===== src/sv/dupdet_pkg.sv =====
// Shared types and constants of the duplicate frame detector.
package dupdet_pkg;

  // Table size and field widths
  localparam int unsigned TABLE_ENTRIES = 16;
  localparam int unsigned IDX_W         = (TABLE_ENTRIES > 1) ? $clog2(TABLE_ENTRIES) : 1;
  localparam int unsigned ADDR_W        = 48;
  localparam int unsigned SEQ_W         = 12;
  localparam int unsigned FRAG_W        = 4;

  // One stored table entry
  typedef struct packed {
    logic [ADDR_W-1:0] addr;
    logic [SEQ_W-1:0]  seq;
    logic [FRAG_W-1:0] frag;
  } entry_t;

  // Controller states
  typedef enum logic [1:0] {
    ST_IDLE,
    ST_SCAN,
    ST_UPDATE
  } state_e;

  // Commands from controller to datapath
  typedef struct packed {
    logic load;    // capture the incoming request, start a scan
    logic scan;    // step the table scan
    logic update;  // apply table update, load result register
  } cmd_t;

  // Status from datapath to controller
  typedef struct packed {
    logic last_cmp;  // last entry is being compared this cycle
  } sts_t;

endpackage


===== src/sv/dupdet_in_if.sv =====
// Request channel carrying one received frame's header fields.
interface dupdet_in_if;
  logic                           valid;
  logic                           ready;
  logic [dupdet_pkg::ADDR_W-1:0]  transmitter_address;
  logic [dupdet_pkg::SEQ_W-1:0]   sequence_number;
  logic [dupdet_pkg::FRAG_W-1:0]  fragment_number;
  logic                           retry_bit;

  modport source (
    output valid, transmitter_address, sequence_number, fragment_number, retry_bit,
    input  ready
  );
  modport sink (
    input  valid, transmitter_address, sequence_number, fragment_number, retry_bit,
    output ready
  );
endinterface


===== src/sv/dupdet_out_if.sv =====
// Result channel carrying the verdict for one frame.
interface dupdet_out_if;
  logic valid;
  logic ready;
  logic is_duplicate;
  logic address_was_new;
  logic entry_evicted;

  modport source (
    output valid, is_duplicate, address_was_new, entry_evicted,
    input  ready
  );
  modport sink (
    input  valid, is_duplicate, address_was_new, entry_evicted,
    output ready
  );
endinterface


===== src/sv/dupdet_dp.sv =====
// Datapath: request capture, table memory, scan compare and table update.
module dupdet_dp (
  input  logic                          clk_i,
  input  logic                          rst_ni,
  input  dupdet_pkg::cmd_t              cmd_i,
  output dupdet_pkg::sts_t              sts_o,
  input  logic [dupdet_pkg::ADDR_W-1:0] addr_i,
  input  logic [dupdet_pkg::SEQ_W-1:0]  seq_i,
  input  logic [dupdet_pkg::FRAG_W-1:0] frag_i,
  input  logic                          retry_i,
  output logic                          dup_o,
  output logic                          new_o,
  output logic                          evict_o
);

  localparam logic [dupdet_pkg::IDX_W-1:0] LastIdx =
    dupdet_pkg::IDX_W'(dupdet_pkg::TABLE_ENTRIES - 1);

  // Captured request
  logic [dupdet_pkg::ADDR_W-1:0] addr_q;
  logic [dupdet_pkg::SEQ_W-1:0]  seq_q;
  logic [dupdet_pkg::FRAG_W-1:0] frag_q;
  logic                          retry_q;

  // Table storage
  dupdet_pkg::entry_t                  mem_q [dupdet_pkg::TABLE_ENTRIES];
  dupdet_pkg::entry_t                  rd_q;
  logic [dupdet_pkg::TABLE_ENTRIES-1:0] valid_q, valid_d;
  logic [dupdet_pkg::IDX_W-1:0]        ptr_q, ptr_d;

  // Scan state
  logic [dupdet_pkg::IDX_W-1:0] scan_idx_q, scan_idx_d;
  logic [dupdet_pkg::IDX_W-1:0] cmp_idx_q, cmp_idx_d;
  logic                         issue_vld_q, issue_vld_d;
  logic                         cmp_vld_q, cmp_vld_d;
  logic                         found_q, found_d;
  logic                         free_vld_q, free_vld_d;
  logic [dupdet_pkg::IDX_W-1:0] hit_idx_q, hit_idx_d;
  logic [dupdet_pkg::IDX_W-1:0] free_idx_q, free_idx_d;
  logic [dupdet_pkg::SEQ_W-1:0] hit_seq_q, hit_seq_d;
  logic [dupdet_pkg::FRAG_W-1:0] hit_frag_q, hit_frag_d;

  // Results
  logic dup_q, dup_d, new_q, new_d, evict_q, evict_d;

  // Write port
  logic                         wr_en;
  logic [dupdet_pkg::IDX_W-1:0] wr_idx;
  dupdet_pkg::entry_t           wr_data;

  logic is_dup;

  // Request capture
  always_ff @(posedge clk_i) begin
    if (cmd_i.load) begin
      addr_q  <= addr_i;
      seq_q   <= seq_i;
      frag_q  <= frag_i;
      retry_q <= retry_i;
    end
  end

  // Table read and write, read data registered
  always_ff @(posedge clk_i) begin
    if (cmd_i.scan && issue_vld_q) begin
      rd_q <= mem_q[scan_idx_q];
    end
    if (wr_en) begin
      mem_q[wr_idx] <= wr_data;
    end
  end

  // Scan: issue a read each cycle, compare the entry read in the previous cycle
  always_comb begin
    scan_idx_d  = scan_idx_q;
    cmp_idx_d   = cmp_idx_q;
    issue_vld_d = issue_vld_q;
    cmp_vld_d   = cmp_vld_q;
    found_d     = found_q;
    free_vld_d  = free_vld_q;
    hit_idx_d   = hit_idx_q;
    free_idx_d  = free_idx_q;
    hit_seq_d   = hit_seq_q;
    hit_frag_d  = hit_frag_q;
    if (cmd_i.load) begin
      scan_idx_d  = '0;
      issue_vld_d = 1'b1;
      cmp_vld_d   = 1'b0;
      found_d     = 1'b0;
      free_vld_d  = 1'b0;
    end else if (cmd_i.scan) begin
      cmp_vld_d = issue_vld_q;
      cmp_idx_d = scan_idx_q;
      if (issue_vld_q) begin
        if (scan_idx_q == LastIdx) begin
          issue_vld_d = 1'b0;
        end else begin
          scan_idx_d = scan_idx_q + 1'b1;
        end
      end
      if (cmp_vld_q) begin
        if (valid_q[cmp_idx_q]) begin
          if (!found_q && rd_q.addr == addr_q) begin
            found_d    = 1'b1;
            hit_idx_d  = cmp_idx_q;
            hit_seq_d  = rd_q.seq;
            hit_frag_d = rd_q.frag;
          end
        end else if (!free_vld_q) begin
          free_vld_d = 1'b1;
          free_idx_d = cmp_idx_q;
        end
      end
    end
  end

  assign sts_o.last_cmp = cmp_vld_q && (cmp_idx_q == LastIdx);

  // Update: refresh a non-duplicate hit, or insert into a free entry or the round-robin victim
  assign is_dup = found_q && (hit_seq_q == seq_q) && (hit_frag_q == frag_q) && retry_q;

  always_comb begin
    wr_en   = 1'b0;
    wr_idx  = hit_idx_q;
    wr_data = '{addr: addr_q, seq: seq_q, frag: frag_q};
    valid_d = valid_q;
    ptr_d   = ptr_q;
    dup_d   = dup_q;
    new_d   = new_q;
    evict_d = evict_q;
    if (cmd_i.update) begin
      dup_d   = is_dup;
      new_d   = !found_q;
      evict_d = !found_q && !free_vld_q;
      if (found_q) begin
        wr_en = !is_dup;
      end else begin
        wr_en = 1'b1;
        if (free_vld_q) begin
          wr_idx = free_idx_q;
        end else begin
          wr_idx = ptr_q;
          ptr_d  = (ptr_q == LastIdx) ? '0 : ptr_q + 1'b1;
        end
        valid_d[wr_idx] = 1'b1;
      end
    end
  end

  // Control and status registers
  always_ff @(posedge clk_i or negedge rst_ni) begin
    if (!rst_ni) begin
      valid_q     <= '0;
      ptr_q       <= '0;
      issue_vld_q <= 1'b0;
      cmp_vld_q   <= 1'b0;
      found_q     <= 1'b0;
      free_vld_q  <= 1'b0;
    end else begin
      valid_q     <= valid_d;
      ptr_q       <= ptr_d;
      issue_vld_q <= issue_vld_d;
      cmp_vld_q   <= cmp_vld_d;
      found_q     <= found_d;
      free_vld_q  <= free_vld_d;
    end
  end

  // Payload registers
  always_ff @(posedge clk_i) begin
    scan_idx_q <= scan_idx_d;
    cmp_idx_q  <= cmp_idx_d;
    hit_idx_q  <= hit_idx_d;
    free_idx_q <= free_idx_d;
    hit_seq_q  <= hit_seq_d;
    hit_frag_q <= hit_frag_d;
    dup_q      <= dup_d;
    new_q      <= new_d;
    evict_q    <= evict_d;
  end

  assign dup_o   = dup_q;
  assign new_o   = new_q;
  assign evict_o = evict_q;

endmodule


===== src/sv/dupdet_ctrl.sv =====
// Controller: sequences capture, table scan, update and the result handshake.
module dupdet_ctrl (
  input  logic             clk_i,
  input  logic             rst_ni,
  input  logic             in_valid_i,
  output logic             in_ready_o,
  output logic             out_valid_o,
  input  logic             out_ready_i,
  output dupdet_pkg::cmd_t cmd_o,
  input  dupdet_pkg::sts_t sts_i
);

  dupdet_pkg::state_e state_q, state_d;
  logic               out_vld_q, out_vld_d;
  logic               go;

  // State and result-valid registers
  always_ff @(posedge clk_i or negedge rst_ni) begin
    if (!rst_ni) begin
      state_q   <= dupdet_pkg::ST_IDLE;
      out_vld_q <= 1'b0;
    end else begin
      state_q   <= state_d;
      out_vld_q <= out_vld_d;
    end
  end

  // Result register is free when empty or being taken this cycle
  assign go = !out_vld_q || out_ready_i;

  // Next state and commands
  always_comb begin
    state_d    = state_q;
    out_vld_d  = out_vld_q && !out_ready_i;
    in_ready_o = 1'b0;
    cmd_o      = '0;
    unique case (state_q)
      dupdet_pkg::ST_IDLE: begin
        in_ready_o = 1'b1;
        if (in_valid_i) begin
          cmd_o.load = 1'b1;
          state_d    = dupdet_pkg::ST_SCAN;
        end
      end
      dupdet_pkg::ST_SCAN: begin
        cmd_o.scan = 1'b1;
        if (sts_i.last_cmp) begin
          state_d = dupdet_pkg::ST_UPDATE;
        end
      end
      dupdet_pkg::ST_UPDATE: begin
        if (go) begin
          cmd_o.update = 1'b1;
          out_vld_d    = 1'b1;
          state_d      = dupdet_pkg::ST_IDLE;
        end
      end
      default: begin
        state_d = dupdet_pkg::ST_IDLE;
      end
    endcase
  end

  assign out_valid_o = out_vld_q;

endmodule


===== src/sv/wifi_duplicate_frame_detector_unit.sv =====
// Top level of the receive-side duplicate frame detector.
//
// Usage: frame_i takes one request per received non-QoS frame (transmitter
// address, sequence number, fragment number, retry bit). result_o returns one
// verdict per request in order: is_duplicate, address_was_new, entry_evicted.
// Both channels complete a transfer when valid and ready are high at a clock.
// The table memory has one read port, so the scan reads one entry per cycle;
// the read data is registered before the compare, and the update follows the
// scan in its own state. Only one request is in work at a time.
// The result sits in an output register, so the next request is accepted and
// scanned while the previous result waits; if the receiver stalls, the
// update of that next request waits until the result register is taken.
// Reset (rst_ni low, asynchronous) clears all entry valid bits, the
// round-robin replace pointer and both channels' valid state; no clearing
// pass is needed and the block accepts a request in the first cycle after.
module wifi_duplicate_frame_detector_unit (
  input  logic         clk_i,
  input  logic         rst_ni,
  dupdet_in_if.sink    frame_i,
  dupdet_out_if.source result_o
);

  dupdet_pkg::cmd_t cmd;
  dupdet_pkg::sts_t sts;

  dupdet_ctrl u_ctrl (
    .clk_i       (clk_i),
    .rst_ni      (rst_ni),
    .in_valid_i  (frame_i.valid),
    .in_ready_o  (frame_i.ready),
    .out_valid_o (result_o.valid),
    .out_ready_i (result_o.ready),
    .cmd_o       (cmd),
    .sts_i       (sts)
  );

  dupdet_dp u_dp (
    .clk_i   (clk_i),
    .rst_ni  (rst_ni),
    .cmd_i   (cmd),
    .sts_o   (sts),
    .addr_i  (frame_i.transmitter_address),
    .seq_i   (frame_i.sequence_number),
    .frag_i  (frame_i.fragment_number),
    .retry_i (frame_i.retry_bit),
    .dup_o   (result_o.is_duplicate),
    .new_o   (result_o.address_was_new),
    .evict_o (result_o.entry_evicted)
  );

endmodule


===== src/flat_wrapper.sv =====
// flat-port wrapper written by rule: the top's interface ports become plain ports
module wifi_duplicate_frame_detector_unit_flat 
  (clk_i, rst_ni, frame_i_valid, frame_i_transmitter_address, frame_i_sequence_number, frame_i_fragment_number, frame_i_retry_bit, frame_i_ready, result_o_valid, result_o_is_duplicate, result_o_address_was_new, result_o_entry_evicted, result_o_ready);
  dupdet_in_if frame_i_i ();
  dupdet_out_if result_o_i ();
  input  logic clk_i;
  input  logic rst_ni;
  input wire logic [$bits(frame_i_i.valid)-1:0] frame_i_valid;
  input wire logic [$bits(frame_i_i.transmitter_address)-1:0] frame_i_transmitter_address;
  input wire logic [$bits(frame_i_i.sequence_number)-1:0] frame_i_sequence_number;
  input wire logic [$bits(frame_i_i.fragment_number)-1:0] frame_i_fragment_number;
  input wire logic [$bits(frame_i_i.retry_bit)-1:0] frame_i_retry_bit;
  output wire logic [$bits(frame_i_i.ready)-1:0] frame_i_ready;
  output wire logic [$bits(result_o_i.valid)-1:0] result_o_valid;
  output wire logic [$bits(result_o_i.is_duplicate)-1:0] result_o_is_duplicate;
  output wire logic [$bits(result_o_i.address_was_new)-1:0] result_o_address_was_new;
  output wire logic [$bits(result_o_i.entry_evicted)-1:0] result_o_entry_evicted;
  input wire logic [$bits(result_o_i.ready)-1:0] result_o_ready;
  assign frame_i_i.valid = frame_i_valid;
  assign frame_i_i.transmitter_address = frame_i_transmitter_address;
  assign frame_i_i.sequence_number = frame_i_sequence_number;
  assign frame_i_i.fragment_number = frame_i_fragment_number;
  assign frame_i_i.retry_bit = frame_i_retry_bit;
  assign frame_i_ready = frame_i_i.ready;
  assign result_o_valid = result_o_i.valid;
  assign result_o_is_duplicate = result_o_i.is_duplicate;
  assign result_o_address_was_new = result_o_i.address_was_new;
  assign result_o_entry_evicted = result_o_i.entry_evicted;
  assign result_o_i.ready = result_o_ready;
  wifi_duplicate_frame_detector_unit u_core (.clk_i(clk_i), .rst_ni(rst_ni), .frame_i(frame_i_i), .result_o(result_o_i));
endmodule

===== config.mk =====
export PLATFORM = sky130hd
export DESIGN_NAME = wifi_duplicate_frame_detector_unit_flat
export DESIGN_NICKNAME = d
export VERILOG_FILES = /design/src/sv/dupdet_pkg.sv /design/src/sv/dupdet_in_if.sv /design/src/sv/dupdet_out_if.sv /design/src/sv/dupdet_dp.sv /design/src/sv/dupdet_ctrl.sv /design/src/sv/wifi_duplicate_frame_detector_unit.sv /design/src/flat_wrapper.sv
export SDC_FILE = /design/constraint.sdc
export NUM_CORES = 1
export LEC_CHECK = 0
export ABC_AREA = 1
export BUFFER_PORTS_ARGS = -buffer_cell sky130_fd_sc_hd__buf_2
export CORE_ASPECT_RATIO = 1.75
export CORE_UTILIZATION = 55
export CTS_CLUSTER_SIZE = 16
export DETAILED_ROUTE_END_ITERATION = 16
export HOLD_SLACK_MARGIN = 0.06
export PLACE_DENSITY = 0.8
export SYNTH_ARGS = -nofsm -noshare
export SYNTH_HDL_FRONTEND = slang
export SYNTH_SLANG_ARGS = --single-unit

===== constraint.sdc =====
create_clock -name clk_i -period 5.1 [get_ports clk_i]
set_input_delay 1.02 -clock clk_i [delete_from_list [all_inputs] [get_ports clk_i]]
set_output_delay 1.02 -clock clk_i [all_outputs]
set_load 0.005 [all_outputs]

==> impl_results.md <==
- Clock tree buffer depth: 3
- Die H: 392 microns
- Initial antenna violation count: 0
- Sw frac: 34.3%
- Fillcell total: 5,921
- # hold bufs at CTS: 0
- R2R Path Start: u_core.u_dp.addr_q[2]
- Nets: 3,757
- Final GP Congestion: 0.865
- Initial DRC count: 4,061
- Max Fclk: 0.314 GHz
- Setup TNS Final: 0 ps
- Most common cell after layout, fill and taps aside: edfxtp_1
- CTS H-tree depth: 3
- Resize count post-CTS: 0
- First-pass GRT wire length: 173,000 microns
- Mapped Area: 0.0478 sq mm
- Crit path max fanout: 20
- Worst Path Arrival: 3500 ps
- Total gr overflow: 0
- Cell Rows: 142
- WL/cell: 23.7 microns
- Post-Syn Area per Cell: 13.2 sq um
- Worst slew margin: 27.7%
- Routed vias: 30,000
- Vias in the first global route: 29,400
- Worst setup startpoint: u_core.u_dp.addr_q[2]
- Final antenna-violating net count: 0
- Leak pwr: 17.5 nW
- Setup violators final: 0
- Most frequent cells in the layout: edfxtp_1 (1,184), nor2_1 (843), o21ai_0 (331)
- Comb power frac: 27.4%
- Critical Path RT: 5420 ps
- TritonCTS clock tree: yes
- Layout area overhead: 9.97%
- Max VDD drop: 0.368 mV
- Final Max Tran Viols: 0
- Layout cells sized above 1: 9.22%
- Starting Density: 55.7%
- Worst-Margin Slew: 1090 ps
- Via density: 6.10
- PwrDens: 524 mW/mm^2
- # diodes: 0
- CTS buffer count: 98
- Sequential fraction of the synthesis area: 75.9%
- Pre-Repair DR Iteration Count: 6
- Total Die Area: 0.0882 sq mm
- Setup bufs post-CTS: 0
- Final count of hold timing violations: 0
- Max Clock Skew: 33.8 ps
- Core area: 0.0858 sq mm
- Port Buffers: 73
- Seq cells post-synth: 1,215
- Die Wd: 225 microns
- Power share of the clock group: 27.3%
- Switching power: 0.00946 W
- Warning count from the yosys run: 0
- Post-synthesis cell count: 3,636
- Post-Route WL: 117,000 microns
- HP Class: input port to async pin
- Final HPWL DP: 66,600 microns
- DRC violations left: 0
- Crit path capture type: flop
- Period utilization: 62.4%
- # clock sinks: 1,215
- RSZ-0062 raised after global routing: false
- CP Class: flop to flop
- IO Pins: 74
- Core Util, Final: 61.3%
- Total GRT Usage: 26.6%
- Pint: 0.0181 W
- Seq pwr share: 45.3%
- Outcome: finished, final reports clean
- Insertion delay to the later sink of the worst-skew pair: 710 ps
- Synth unique cells: 40
- Period minus WS final: 3180 ps
- Worst-path clk slew: 70 ps
- Mapped Nets: 3,707
- Startpoint types: flop
- Largest net degree at the start of global routing: 181
- Max Cap Viol: 0
- CTS root buf: clkbuf_16
## metal layers
| metal | track usage (%) | share of wire, % |
|---|---|---|
| met5 | 0 | 0 |
| met4 | 14.5 | 5.1 |
| met3 | 3.29 | 8.6 |
| met2 | 46.1 | 51 |
| met1 | 32.2 | 35 |
## power groups by stage
stage | logic [W] | clock network (W) | registers [W]
finish | 0.00755 | 0.00752 | 0.0125
global route | 0.00821 | 0.00789 | 0.0125
CTS | 0.00746 | 0.00755 | 0.0125
detailed placement | 0.00738 | 0 | 0.0127
global placement | 0.00716 | 0 | 0.0127
floorplan | 0.00544 | 0 | 0.0123
## Yosys cell counts
master	n	area (sq um)
nand3b_1	4	30.0
buf_6	26	293
nor3_1	4	20.0
xnor2_1	6	52.6
a31o_2	1	8.76
ha_1	2	25.0
xor2_1	5	43.8
o2111ai_1	2	17.5
dfxtp_1	4	80.1
nor2_4	1	11.3
nand2_1	316	1190
nand3_1	126	631
o21ai_2	4	35.0
clkbuf_1	105	394
o21bai_1	3	22.5
inv_1	134	503
nor2_2	3	18.8
dfrtp_1	27	676
edfxtp_1	1184	35600
o22ai_1	2	12.5
o31ai_1	5	37.5
nor2_1	861	3230
o21ai_0	331	1660
and3_1	1	6.26
buf_4	24	180
buf_2	35	175
o211ai_2	1	12.5
buf_8	1	15.0
nand2_2	3	18.8
nand4_1	3	18.8
o21ai_1	117	586
buf_1	15	56.3
nor4_1	1	6.26
inv_2	11	41.3
nand2_4	1	11.3
or2_2	2	12.5
o211ai_1	129	968
a21oi_1	6	30.0
o32ai_1	129	1130
inv_4	1	6.26
## metrics by stage
step                setup WS (ps)  std cells  area (sq um)  power, W  hold slack, ps
floorplan                    62.9       3636         47800    0.0177             400
global route                 1840       4915         52600    0.0286             389
finish                       1920       4915         52600    0.0276             348
global placement             1620       4738         49400    0.0198             402
CTS                          2050       4915         52600    0.0275             329
detailed placement           1550       4738         49400    0.0201             406
## critical path: stages, from the launching register on
cell and delay (ps):
edfxtp_1 790, o21ai_0 240, nor2_1 530, nand2_1 120
nor2_1 130, nand2_1 90, nor2_1 110, nand3_1 120
inv_1 650
## layout make-up
type / instances / area (sq um) / share of cell area [%]
multi-input combinational: 2069 / 9980 / 19.0
timing repair buffer: 156 / 1130 / 2.14
clock buffer: 117 / 2590 / 4.92
sequential: 1215 / 36300 / 69.1
tap: 1152 / 1440 / 2.74
clock inverter: 60 / 562 / 1.07
inverter: 146 / 569 / 1.08
## logic make-up after synthesis
family / count (synthesis) / synth area share (%)
flops: 1215 / 75.9
compound gates: 730 / 9.45
xor+xnor: 11 / 0.201
simple gates: 1326 / 10.9
buf+inv: 352 / 3.48
fa+ha+maj: 2 / 0.0523
## path summary, 6_finish.rpt
kind,slack [ps],cells after the start,endpoint
worst max-delay path,1920,8,u_core.u_dp.hit_frag_q[3]
worst min-delay path,350,1,u_core.u_dp.valid_q[0]
worst max register to register,1920,8,u_core.u_dp.hit_frag_q[3]
worst min register to register,410,0,u_core.u_dp.hit_seq_q[6]
max in group asynchronous,4330,1,u_core.u_dp.valid_q[4]
min in group clk_i,410,0,u_core.u_dp.hit_seq_q[6]
## registers in the layout, summed over array words and instances (netlist names), 2 cells and up
signal	count
u_core.u_dp.seq_q	12
u_core.u_dp.valid_q	16
u_core.u_dp.hit_seq_q	12
u_core.u_dp.cmp_idx_q	4
u_core.u_dp.hit_idx_q	4
u_core.u_dp.frag_q	4
u_core.u_dp.ptr_q	4
u_core.u_dp.mem_q	1024
u_core.u_ctrl.state_q	2
u_core.u_dp.rd_q	64
u_core.u_dp.addr_q	48
u_core.u_dp.scan_idx_q	4
u_core.u_dp.hit_frag_q	4
u_core.u_dp.free_idx_q	4
Note: power is estimated with default switching activity, not from simulation.
